$ cat config.mk
export PLATFORM = sky130hd
export DESIGN_NAME = rti_fifo
export DESIGN_NICKNAME = d
export VERILOG_FILES = /design/src/rti_fifo.sv
export SDC_FILE = /design/constraint.sdc
export NUM_CORES = 1
export LEC_CHECK = 0
export ABC_CLOCK_PERIOD_IN_PS = 1450
export BUFFER_PORTS_ARGS = -buffer_cell sky130_fd_sc_hd__buf_2
export CORE_MARGIN = 3
export CORE_UTILIZATION = 43
export CTS_BUF_LIST = sky130_fd_sc_hd__clkbuf_8 sky130_fd_sc_hd__clkbuf_16
export CTS_CLUSTER_SIZE = 40
export DETAILED_ROUTE_END_ITERATION = 16
export PLACE_DENSITY = 0.71
export SYNTH_ARGS = -nofsm -noshare
export SYNTH_HDL_FRONTEND = slang
export SYNTH_SLANG_ARGS = --single-unit
$ cat constraint.sdc
create_clock -name clk_i -period 1.45 [get_ports clk_i]
set_input_delay 0.0725 -clock clk_i [delete_from_list [all_inputs] [get_ports clk_i]]
set_output_delay 0.0725 -clock clk_i [all_outputs]
set_load 0.1 [all_outputs]
$ cat src/rti_fifo.sv
// Small first-word-fallthrough queue built from registers.
module rti_fifo #(
  parameter int unsigned WIDTH = 8,
  parameter int unsigned DEPTH = 2
) (
  input  logic                           clk_i,
  input  logic                           rst_ni,
  input  logic                           push_i,
  input  logic [WIDTH-1:0]               data_i,
  input  logic                           pop_i,
  output logic [WIDTH-1:0]               data_o,
  output logic                           full_o,
  output logic                           empty_o,
  output logic [$clog2(DEPTH+1)-1:0]     count_o
);

  localparam int unsigned PW = (DEPTH > 1) ? $clog2(DEPTH) : 1;
  localparam int unsigned CW = $clog2(DEPTH + 1);

  logic [WIDTH-1:0] slots_q [DEPTH];
  logic [PW-1:0]    rd_ptr_q, rd_ptr_d;
  logic [PW-1:0]    wr_ptr_q, wr_ptr_d;
  logic [CW-1:0]    count_q, count_d;
  logic             do_push, do_pop;

  assign full_o  = (count_q == CW'(DEPTH));
  assign empty_o = (count_q == '0);
  assign do_push = push_i && !full_o;
  assign do_pop  = pop_i && !empty_o;
  assign data_o  = slots_q[rd_ptr_q];
  assign count_o = count_q;

  // Advance pointers with wrap and track the fill level
  always_comb begin
    rd_ptr_d = rd_ptr_q;
    wr_ptr_d = wr_ptr_q;
    count_d  = count_q;
    if (do_push) begin
      wr_ptr_d = (wr_ptr_q == PW'(DEPTH - 1)) ? '0 : wr_ptr_q + PW'(1);
    end
    if (do_pop) begin
      rd_ptr_d = (rd_ptr_q == PW'(DEPTH - 1)) ? '0 : rd_ptr_q + PW'(1);
    end
    if (do_push && !do_pop) begin
      count_d = count_q + CW'(1);
    end else if (do_pop && !do_push) begin
      count_d = count_q - CW'(1);
    end
  end

  always_ff @(posedge clk_i or negedge rst_ni) begin
    if (!rst_ni) begin
      rd_ptr_q <= '0;
      wr_ptr_q <= '0;
      count_q  <= '0;
    end else begin
      rd_ptr_q <= rd_ptr_d;
      wr_ptr_q <= wr_ptr_d;
      count_q  <= count_d;
    end
  end

  // Hold payload in the slot being written
  always_ff @(posedge clk_i) begin
    if (do_push) begin
      slots_q[wr_ptr_q] <= data_i;
    end
  end

endmodule

==> results.yml <==
global_route:
  antenna_found_initial: 0
  grt_pass1_wl_um: 2200
  grt_use_total_pct: 12.9
  grt_max_degree: 12
  gr-total-overflow: 0
  grt_pass1_vias: 487
cts:
  ctsHtreeMaxLevel: 1
  cts_tree: "yes"
  clk_pin_slew_worst_paths_ns: 0.07
  cts.sinks: 20
  cts_buffers: 3
  clockBufferDepth: 2
  worstSkewPairLatency_ns: 0.25
  clock_tree.root_cell: "clkbuf_8"
route:
  ant_nets: 0
  vias: 470
  routed_wl_um: 1540
  first_iter_violations: 1
  routedWlPerCell_um: 15.1
  top_layer: "met3"
  dr.pass1.iters: 2
  dr_wl_met2_um: 927
  routed_via_density: 4.61
  wl_met3_um: 52
  wl_met1_um: 557
  route.detailed.drc: 0
synth:
  avgSynthCellArea_um2: 17.8
  muxShareOfSynthArea_pct: 11.5
  synth-xor-area-share_pct: 6.56
  yosysSeqAreaShare_pct: 74.2
  yosysWarnings: 0
  syn_area_um2: 782
  ys_types: 15
  synth_top_family_by_area: "multiplexers"
  synth_compound_area_share_pct: 0.640
  synthAdderAreaFrac_pct: 1.60
  yosys.area_share.simple_pct: 3.84
  yosys_register_bits: 20
  syn_inst: 44
  synth_fp_nets: 57
sta:
  tightestPinTransition_ns: 0.491
  fin_hold_ws_ns: 0.00894
  setup_viol: 0
  period_share_pct: 97.2
  min_period_ns: 1.41
  rsz0062_at_grt: "yes"
  postLayoutSetupSlackWorst_ns: 0.0412
  maxSlewViolCount: 0
  slew_headroom_pct: 67.5
  fin_skew_ns: 0.00592
  fmax_mhz: 710
  finalHoldViolations: 0
worst_setup_path:
  path_class: "reg2out"
  worstSetupStartpointType: "flop"
  worstPathArrival_ns: 1.34
  path_max_fanout: 5
  required_ns: 1.38
  worst_setup_path_end_kind: "output pin"
placement:
  place_inst: 92
  portBuffers: 23
  dp_worst_setup_slack_ns: 0.0351
  gp_congestion: 0.694
floorplanning:
  die_h_um: 48.6
  io-pin-count: 24
  core_area_um2: 1610
  placementRows: 14
  die_w_um: 48.6
  initial_core_util_pct: 48.5
  die-area_um2: 2370
finish:
  final_nets: 92
  layout_common_cells: "edfxtp_1 (16), buf_2 (15), mux2_1 (6), buf_6 (6), buf_4 (6)"
  diodes: 0
  drive_above_1_share_pct: 59.0
  area_growth_pct: 47.2
  final_common_cell: "edfxtp_1"
  final_cells: 102
outcome:
  status: "completed"
run:
  drv_cap: 0
min_path:
  worstHoldPathType: "in2reg"
## through the flow
| step | setup TNS, ns | cell area, um^2 | utilization, % |
|---|---|---|---|
| 6_report | 0 | 1150 | 71.4 |
| 5_1_grt | -0.0300 | 1150 | 71.4 |
| 3_3_place_gp | 0 | 1010 | 62.5 |
| 4_1_cts | 0 | 1080 | 67.2 |
| 2_1_floorplan | -0.717 | 825 | - |
| 3_5_place_dp | 0 | 1010 | 62.5 |
## path summary, 6_finish.rpt
check                           startpoint             to  slack, ns  cells past startpoint
worst max-delay path              rd_ptr_q      data_o[3]       0.04                      3
worst min-delay path             data_i[7]  slots_q[1][7]      0.009                      1
worst max register to register  count_o[0]     count_o[1]       0.06                      7
worst min register to register    wr_ptr_q       wr_ptr_q       0.55                      1
max in group asynchronous           rst_ni     count_o[1]       1.16                      2
min in group asynchronous           rst_ni     count_o[0]       0.15                      2
## per-layer routing
layer  up-vias  GRT usage [%]
met2         9           24.7
met4         0           4.27
met5         -              0
li1        226              -
met3         0           3.99
met1       235           12.9
## sequential cells by signal (all words and copies together), names as in the netlist
signal	flops
rd_ptr_q	1
count_o	2
wr_ptr_q	1
slots_q	16
## timing repair
item | CTS | global route
setup buffers | 0 | 4
endpoints found under the setup margin | 8 | 7
gates resized for setup | 9 | 7
endpoints found under the hold margin | 4 | 2
pin swaps | 0 | 2
hold buffers | 1 | 1
cloned | 0 | 0
## cell families after synthesis
family,count (synthesis)
flops,20
mux,8
simple gates,6
xor+xnor,5
buf+inv,3
compound gates,1
fa+ha+maj,1
## final cells by class
| type | count | area (um^2) |
|---|---|---|
| tap | 24 | 30.0 |
| timing repair buffer | 31 | 248 |
| inverter | 2 | 7.51 |
| fill | 125 | 460 |
| clock buffer | 3 | 41.3 |
| clock inverter | 1 | 3.75 |
| multi-input combinational | 21 | 231 |
| sequential | 20 | 589 |
## cells in the mapped netlist, drive strengths merged
master,instances,share of area [%]
nand2,1,0.80
inv,2,0.96
dfrtp,4,13
and3,1,0.80
ha,1,1.6
xnor2,3,4.3
nand2b,1,0.80
xor2,2,2.2
buf,1,0.64
mux2,8,12
o21ai,1,0.64
edfxtp,16,61
nor2,3,1.4
## worst max-delay path, stage by stage (launching register included)
cell     delay (ns)
dfrtp_2        0.40
buf_4          0.16
mux2_1         0.34
buf_6          0.20
Power is left out: the tool's default activity adds up to more than one toggle a clock period on the data nets, which glitch-free logic cannot reach.
