**src/rti_pkg.sv**
```systemverilog
// Shared types and constants of the RGB to I420 subsampler.
package rti_pkg;

  // Configuration register layout
  localparam int unsigned CFG_W = 13;
  localparam logic [CFG_W-1:0] WIDTH_RESET = 13'd640;
  localparam logic [CFG_W-1:0] HEIGHT_RESET = 13'd480;
  localparam logic REG_IMAGE_WIDTH = 1'b0;
  localparam logic REG_IMAGE_HEIGHT = 1'b1;

  // Default frame limits
  localparam int unsigned MAX_WIDTH_DEF = 4096;
  localparam int unsigned MAX_HEIGHT_DEF = 4096;

  // Result queue depth; the back end issues only into free slots
  localparam int unsigned OUT_DEPTH = 4;

  localparam int unsigned COORD_W = 11;

  typedef struct packed {
    logic [7:0] r;
    logic [7:0] g;
    logic [7:0] b;
  } pixel_t;

  // Channel sums of up to two pixels
  typedef struct packed {
    logic [8:0] r;
    logic [8:0] g;
    logic [8:0] b;
  } pair_sum_t;

  // Classified pixel request from front to back
  typedef struct packed {
    pixel_t             pix;
    logic               odd_x;
    logic               odd_y;
    logic               is_left;
    logic               wr_upper;
    logic               chroma_valid;
    logic               frame_last;
    logic [COORD_W-1:0] col;
    logic [COORD_W-1:0] row;
  } cmd_t;

  typedef struct packed {
    logic [7:0]         luma;
    logic               chroma_valid;
    logic [7:0]         u_value;
    logic [7:0]         v_value;
    logic [COORD_W-1:0] chroma_column;
    logic [COORD_W-1:0] chroma_row;
    logic               frame_last;
  } res_t;

endpackage

```
**src/rti_front.sv**
```systemverilog
// Front end: raster position tracking and per-pixel classification.
module rti_front #(
  parameter int unsigned MAX_WIDTH  = rti_pkg::MAX_WIDTH_DEF,
  parameter int unsigned MAX_HEIGHT = rti_pkg::MAX_HEIGHT_DEF,
  localparam int unsigned STORE_DEPTH = (MAX_WIDTH + 1) / 2,
  localparam int unsigned IDXW = (STORE_DEPTH > 1) ? $clog2(STORE_DEPTH) : 1
) (
  input  logic                        clk_i,
  input  logic                        rst_ni,
  input  logic                        accept_i,
  input  rti_pkg::pixel_t             pix_i,
  input  logic [rti_pkg::CFG_W-1:0]   cfg_width_i,
  input  logic [rti_pkg::CFG_W-1:0]   cfg_height_i,
  output rti_pkg::cmd_t               cmd_o,
  output logic [IDXW-1:0]             idx_o
);

  localparam int unsigned XW = $clog2(MAX_WIDTH);
  localparam int unsigned YW = $clog2(MAX_HEIGHT);
  localparam int unsigned WW = XW + 1;
  localparam int unsigned HW = YW + 1;

  logic [XW-1:0] x_q, x_d;
  logic [YW-1:0] y_q, y_d;
  logic [WW-1:0] w_eff;
  logic [HW-1:0] h_eff;
  logic          row_end, last_row, is_left;

  // Clamp the frame size to 1..max
  always_comb begin
    if (cfg_width_i == '0) begin
      w_eff = WW'(1);
    end else if (32'(cfg_width_i) > MAX_WIDTH) begin
      w_eff = WW'(MAX_WIDTH);
    end else begin
      w_eff = WW'(cfg_width_i);
    end
    if (cfg_height_i == '0) begin
      h_eff = HW'(1);
    end else if (32'(cfg_height_i) > MAX_HEIGHT) begin
      h_eff = HW'(MAX_HEIGHT);
    end else begin
      h_eff = HW'(cfg_height_i);
    end
  end

  assign row_end  = (({1'b0, x_q} + WW'(1)) >= w_eff);
  assign last_row = (({1'b0, y_q} + HW'(1)) >= h_eff);
  assign is_left  = !x_q[0] && !row_end;

  // Classify the pixel at the current position
  always_comb begin
    cmd_o.pix          = pix_i;
    cmd_o.odd_x        = x_q[0];
    cmd_o.odd_y        = y_q[0];
    cmd_o.is_left      = is_left;
    cmd_o.wr_upper     = !is_left && !y_q[0] && !last_row;
    cmd_o.chroma_valid = !is_left && (y_q[0] || last_row);
    cmd_o.frame_last   = row_end && last_row;
    cmd_o.col          = cmd_o.chroma_valid ? rti_pkg::COORD_W'(x_q >> 1) : '0;
    cmd_o.row          = cmd_o.chroma_valid ? rti_pkg::COORD_W'(y_q >> 1) : '0;
  end

  assign idx_o = IDXW'(x_q >> 1);

  // Advance the raster counters, wrapping at row and frame end
  always_comb begin
    x_d = x_q;
    y_d = y_q;
    if (accept_i) begin
      if (row_end) begin
        x_d = '0;
        y_d = last_row ? '0 : y_q + YW'(1);
      end else begin
        x_d = x_q + XW'(1);
      end
    end
  end

  always_ff @(posedge clk_i or negedge rst_ni) begin
    if (!rst_ni) begin
      x_q <= '0;
      y_q <= '0;
    end else begin
      x_q <= x_d;
      y_q <= y_d;
    end
  end

endmodule

```
**config.mk**
```make
export PLATFORM = sky130hd
export DESIGN_NAME = rti_front
export DESIGN_NICKNAME = d
export VERILOG_FILES = /design/src/rti_pkg.sv /design/src/rti_front.sv
export SDC_FILE = /design/constraint.sdc
export NUM_CORES = 1
export LEC_CHECK = 0
export BUFFER_PORTS_ARGS = -buffer_cell sky130_fd_sc_hd__buf_2
export CELL_PAD_IN_SITES_DETAIL_PLACEMENT = 1
export CELL_PAD_IN_SITES_GLOBAL_PLACEMENT = 2
export CORE_ASPECT_RATIO = 1.1
export CORE_MARGIN = 8
export CORE_UTILIZATION = 25
export DETAILED_ROUTE_END_ITERATION = 10
export HOLD_SLACK_MARGIN = 0.05
export PLACE_DENSITY = 0.83
export SYNTH_ARGS = -nofsm -noshare
export SYNTH_HDL_FRONTEND = slang
export SYNTH_SLANG_ARGS = --single-unit
```
**constraint.sdc**
```tcl
create_clock -name clk_i -period 3.6 [get_ports clk_i]
set_clock_uncertainty 0.05 [all_clocks]
set_input_delay 0 -clock clk_i [delete_from_list [all_inputs] [get_ports clk_i]]
set_output_delay 0 -clock clk_i [all_outputs]
set_load 0.02 [all_outputs]
```
==> results of run 1 <==
==> placed cells by master (no fill, tap or decap), types with 3 or more instances in the layout <==
cell type,count
buf_2,67
nand2_1,44
ha_1,28
dlygate4sd3_1,25
and2_1,24
dfrtp_1,21
nand3_1,17
xnor2_1,15
o21ai_0,15
inv_1,14
buf_4,14
a21oi_1,11
nor2_1,10
a22o_1,8
nor3_1,5
nor4_1,4
a31oi_1,4
and3_1,4
nand4_1,4
nand2b_1,4
o21bai_1,4
clkbuf_8,4
xor2_1,3
a221o_1,3
dfrtp_2,3
==> final timing paths <==
path                                            end  slack, ns  cells past startpoint          startpoint
worst min-delay path            x_q[11]$_DFFE_PN0P_       0.13                      2            accept_i
worst min register to register   y_q[5]$_DFFE_PN0P_       0.53                      1  y_q[5]$_DFFE_PN0P_
worst max-delay path                       cmd_o[1]       0.24                     13  y_q[1]$_DFFE_PN0P_
max in group asynchronous        y_q[3]$_DFFE_PN0P_       2.87                      2              rst_ni
worst max register to register   y_q[0]$_DFFE_PN0P_       0.39                     14  y_q[1]$_DFFE_PN0P_
min in group asynchronous        y_q[7]$_DFFE_PN0P_       0.20                      2              rst_ni
==> layer usage <==
metal  wire, um  vias to the layer above  part of all wire
met5          0                        -                 0
met4         93                        0             0.011
met3        445                        7             0.054
met2       3970                       69              0.48
met1       3750                     1151              0.45
li1           -                     1208                 -
==> power by group through the flow <==
stage | registers (uW) | clock network (uW) | logic, uW
finish | 448 | 191 | 1100
global route | 465 | 214 | 1220
CTS | 458 | 199 | 1080
detailed placement | 463 | 0 | 1030
global placement | 462 | 0 | 987
floorplan | 466 | 0 | 698
==> logic make-up (layout without fill, tap and decap cells) <==
group	count (synthesis)	in the layout	synth area share
compound gates	60	60	0.167
xor+xnor	18	18	0.0626
fa+ha+maj	28	28	0.139
buf+inv	52	124	0.119
flops	24	24	0.238
mux	2	2	0.00844
simple gates	128	128	0.265
==> registers in the layout (all words and copies together) (netlist names) <==
| register | count |
|---|---|
| x_q | 12 |
| y_q | 12 |
==> per-stage QoR <==
stage	cell area (um2)	power, uW
after floorplan	2520	1160
after global placement	2810	1450
after detailed placement	2810	1490
after CTS	3120	1730
after global routing	3170	1900
final	3170	1740
==> synth_stat cells (all sizes together), types with 4 or more instances <==
cell and instances:
a21oi 11, a22o 8, a31oi 5, and2 24
and3 7, buf 31, clkbuf 7, dfrtp 24
ha 28, inv 14, nand2 44, nand2b 4
nand3 18, nand4 4, nor2 11, nor3 5
nor4 5, o21ai 18, o21bai 4, xnor2 15
==> layout make-up <==
class,instances,area (um2)
multi-input cells,236,1620
flip-flops and latches,24,604
repair buffers,106,691
inverters,14,52.6
clock buffers,4,55.1
well taps,120,150
fillers,1195,6670
==> timing repair <==
| action | CTS | global route |
|---|---|---|
| endpoints found under the hold margin | 48 | 0 |
| buffers inserted | 0 | 7 |
| endpoints found under the setup margin | 4 | 24 |
| pin swaps | 0 | 0 |
| hold buffers | 25 | 0 |
| resized for setup | 1 | 5 |
| gates cloned | 0 | 0 |
==> summary.txt, run 1 <==
status - finished, final reports clean
clk slew on worst S/H paths - 0.09 ns
worst path required time - 3.55 ns
initial antenna violation count - 0
final hold slack - 0.128 ns
CP cell instances - and3_2 > and3_4 > nand3_4 > or3_1 > nand2_1 > ha_1 > nand4_1 > o41ai_2 > buf_4 > a2bb2oi_2 > buf_4 > and2_1 > buf_2
DP Worst Slack - 0.322 ns
Critical-path top delay cell - dfrtp_1
Pins Over Slew Limit - 0
Crit Path Class - reg2out
vias per cell - 4.83
Root Driver - clkbuf_8
synth unique cells - 45
CTS Buf Count - 3
Initial Utilization - 0.256
CTS HTree Levels - 1
busiest grt layer - met2
Hold/Removal Path Class - in2reg
CP dominant cell by count - buf_4
slew margin rel. - 0.604
routability-driven placement congestion ratio - 0.800
GR Util met3 - 0.0279
Internal Power - 879 uW
Switching Fraction - 0.496
Mapped Cells - 312
EDFF count, synth - 0
largest net degree at the start of global routing - 25
Leak - 0.00160 uW
Synth Cell Area - 2520 um2
CTS tree - yes
total grt overflow - 0
half-perimeter wire length after placement - 6240 um
layout cells sized above 1 - 0.260
max-cap violations - 0
Final nets - 466
met1 Use GR - 0.145
Finished Layout Cells - 504
ANT nets after route - 0
Inst Count DP - 468
Yosys warning count - 0
Skew-Pair Late Insertion Delay - 0.27 ns
grt met2 use - 0.207
slowest stage delay, CP - 0.43 ns
Setup crit start kind - flip-flop
crit-path leading delay family - simple AND/OR/NAND/NOR gates
worst-margin pin slew - 0.593 ns
worst path bufs/invs - 3
Clock power frac - 0.110
CP max FO - 16
Die Y - 121 um
synthesis-to-layout area growth - 26.0%
Total Routing Usage GR - 0.119
post-synth top area share - 0.238
P per Cell Area - 550 nW/um2
top post-synthesis cells by area - dfrtp_1 (24%), ha_1 (14%), buf_4 (7.7%)
setup ws final - 0.237 ns
VDD IR max - 0.212 mV
detailed-route DRC error count - 0
vias in the first global route - 2,609
setup TNS - 0 ns
num rows - 38
ys flop type - dfrtp_1
Bufs on Longest Clock Path - 2
sequential-to-total area share from yosys stat - 0.238
CP arrival - 3.31 ns
first-pass GRT wire length - 13,400 um
chip width - 112 um
leading area contributor after synthesis - dfrtp_1
clk sink count - 24
Core Util, Final - 0.322
Crit. End Element - primary output
1st-iter DRT viols - 64
syn_area_per_cell - 8.07 um2
min Tclk post-route - 3.36 ns
count of final hold-check violations - 0
DIE AREA - 13,500 um2
Routed WL - 8260 um
Diodes inserted - 0
drt wl/cell - 16.4 um
Async S/R FF share, synth - 1.00
NetSw - 864 uW
Final setup viols - 0
drt first pass iters - 4
DR vias - 2,435
power share of the combinational group - 0.633
fmax - 297 MHz
IO Port Bufs - 67
Flop pwr share - 0.257
Syn Nets - 393
Core Area - 9840 um2
fin crit share - 0.934
FF+latch count, synth - 24
io pins - 116
Power figures use the tool's default switching activity.
==> inputs of run 2 (changes only) <==
- CTS_BUF_LIST: not set -> sky130_fd_sc_hd__clkbuf_16
- RECOVER_POWER: not set -> 100
==> run 2 against run 1 <==
Against the previous run: fmax barely moved; final cell count fell by 0.20%; power rose by 1.5%; sequential share of layout area rose by 0.083 points; die area did not move; hold slack improved by 0.012 ns; clock power rose by 28%; sequential power rose by 2%; critical endpoint unchanged; largest cell class unchanged.
==> summary.txt, run 2 (synthesis results as in run 1) <==
status - finished, final reports clean (unchanged)
Total Routing Usage GR - 0.118 (was 0.119)
slowest stage delay, CP - 0.45 ns (was 0.43 ns)
Pins Over Slew Limit - 0 (unchanged)
clk sink count - 24 (unchanged)
final hold slack - 0.140 ns (was 0.128 ns)
R2R Setup Slk - 0.36 ns (was 0.39 ns)
P per Cell Area - 560 nW/um2 (was 550 nW/um2)
Placed Area - 2810 um2 (unchanged)
Bufs on Longest Clock Path - 2 (unchanged)
vias in the first global route - 2,604 (was 2,609)
chip width - 112 um (unchanged)
DR vias - 2,425 (was 2,435)
CTS tree - yes (unchanged)
min Tclk post-route - 3.36 ns (about the same)
Critical-path top delay cell - dfrtp_2 (was dfrtp_1)
CP arrival - 3.31 ns (about the same)
layout cells sized above 1 - 0.211 (was 0.260)
DP Worst Slack - 0.322 ns (unchanged)
post-layout power - 1770 uW (was 1740 uW)
vias per cell - 4.82 (was 4.83)
Crit. End Element - primary output (unchanged)
num rows - 38 (unchanged)
Core Area - 9840 um2 (unchanged)
fmax - 297 MHz (about the same)
Final setup viols - 0 (unchanged)
clk slew on worst S/H paths - 0.06 ns (was 0.09 ns)
synthesis-to-layout area growth - 25.4% (was 26.0%)
commonest non-fill, non-tap cell in the layout - nand2_1 (was buf_2)
1st-iter DRT viols - 60 (was 64)
detailed-route DRC error count - 0 (unchanged)
setup ws final - 0.236 ns (was 0.237 ns)
VDD IR max - 0.203 mV (was 0.212 mV)
Diodes inserted - 0 (unchanged)
reg2reg path depth - 13 (was 14)
biggest registers after layout - x_q (12), y_q (12) (unchanged)
first-pass GRT wire length - 13,400 um (about the same)
largest net degree at the start of global routing - 25 (unchanged)
Root Driver - clkbuf_16 (was clkbuf_8)
initial antenna violation count - 0 (unchanged)
Critical R2R Launch - x_q[4]$_DFFE_PN0P_ (was y_q[1]$_DFFE_PN0P_)
fin crit share - 0.934 (about the same)
hold depth - 2 (unchanged)
Die Y - 121 um (unchanged)
RSZ-0062 raised after global routing - false
CTS HTree Levels - 1 (unchanged)
max-cap violations - 0 (unchanged)
worst path required time - 3.55 ns (about the same)
Skew-Pair Late Insertion Delay - 0.26 ns (was 0.27 ns)
reg-to-reg endpoint - y_q[6]$_DFFE_PN0P_ (was y_q[0]$_DFFE_PN0P_)
io pins - 116 (unchanged)
CP max FO - 16 (unchanged)
drt first pass iters - 4 (unchanged)
design area - 3160 um2 (was 3170 um2)
CP cell instances - and3_4 > and3_4 > nand3_4 > or3_1 > nand2_1 > ha_1 > nand4_1 > o41ai_2 > buf_4 > a2bb2oi_2 > buf_4 > and2_1 > clkbuf_2 (was and3_2 > and3_4 > nand3_4 > or3_1 > nand2_1 > ha_1 > nand4_1 > o41ai_2 > buf_4 > a2bb2oi_2 > buf_4 > and2_1 > buf_2)
Leak - 0.00153 uW (was 0.00160 uW)
half-perimeter wire length after placement - 6240 um (unchanged)
Initial Utilization - 0.256 (unchanged)
ANT nets after route - 0 (unchanged)
# fillers - 1,196 (was 1,195)
routability-driven placement congestion ratio - 0.800 (unchanged)
CTS Buf Count - 3 (unchanged)
worst-margin pin slew - 1.40 ns (was 0.593 ns)
Final nets - 465 (was 466)
Routed WL - 8180 um (was 8260 um)
Hold EP - x_q[11]$_DFFE_PN0P_ (unchanged)
total grt overflow - 0 (unchanged)
commonest non-fill, non-tap cells in the layout - nand2_1 (44), buf_2 (33), ha_1 (28), dlygate4sd3_1 (25), and2_1 (23) (was buf_2 (67), nand2_1 (44), ha_1 (28), dlygate4sd3_1 (25), and2_1 (24))
IO Port Bufs - 67 (unchanged)
min-delay src - accept_i (unchanged)
setup TNS - 0 ns (unchanged)
DIE AREA - 13,500 um2 (unchanged)
slew margin rel. - 0.0635 (was 0.604)
drt wl/cell - 16.3 um (was 16.4 um)
Crit Path Class - reg2out (unchanged)
Setup crit start kind - flip-flop (unchanged)
count of final hold-check violations - 0 (unchanged)
Hold/Removal Path Class - in2reg (unchanged)
-- run 2: cell type report --
cell class              count  area (um2)  share of cell area
multi-input cells         236        1620               0.512
repair buffers            105         657               0.208
flip-flops and latches     24         604               0.191
well taps                 120         150              0.0475
clock buffers               3        75.1              0.0238
inverters                  14        52.6              0.0166
clock inverters             1        3.75             0.00119
-- run 2: critical path, delay by kind of cell (launching register included) --
kind / cells / cell delay, ns
AND/OR/NAND/NOR: 7 / 1.34
adder cells (fa/ha/maj): 1 / 0.17
flip-flops: 1 / 0.45
buffers and inverters: 3 / 0.59
AO/OA/AOI/OAI: 2 / 0.51
-- run 2: worst max-delay path by stage --
stage                            start                  end  slack [ns]  depth (start not counted)
floorplan           x_q[2]$_DFFE_PN0P_  y_q[10]$_DFFE_PN0P_        0.53                         12
global placement    y_q[2]$_DFFE_PN0P_   y_q[0]$_DFFE_PN0P_        0.42                         13
CTS                 y_q[0]$_DFFE_PN0P_             cmd_o[1]        0.01                         13
finish              y_q[2]$_DFFE_PN0P_             cmd_o[1]        0.24                         13
detailed placement  y_q[0]$_DFFE_PN0P_             cmd_o[1]        0.32                         13
global route        y_q[3]$_DFFE_PN0P_            cmd_o[18]       0.006                         13
-- run 2: what timing repair did --
| action | 4_1_cts | 5_1_grt |
|---|---|---|
| resized for setup | 0 | 5 |
| setup buffers | 0 | 6 |
| hold endpoints to repair | 48 | 0 |
| hold buffers | 25 | 0 |
| setup endpoints to repair | 0 | 23 |
-- run 2: routing by layer --
layer / up-vias / GRT usage / share of wire
met2: 65 / 0.205 / 0.48
li1: 1205 / - / -
met5: - / 0 / 0
met4: 0 / 0.0231 / 0.0083
met3: 6 / 0.0279 / 0.049
met1: 1149 / 0.146 / 0.46
-- run 2: metrics by stage --
step           cells  utilization
2_1_floorplan    312            -
3_3_place_gp     468        0.285
3_5_place_dp     468        0.285
4_1_cts          497        0.319
5_1_grt          503        0.321
6_report         503        0.321
-- run 2: power by group --
| part | switching, uW | total, uW | internal, uW |
|---|---|---|---|
| sequential | 120 | 458 | 339 |
| combinational | 652 | 1070 | 414 |
| clock | 96.7 | 245 | 149 |
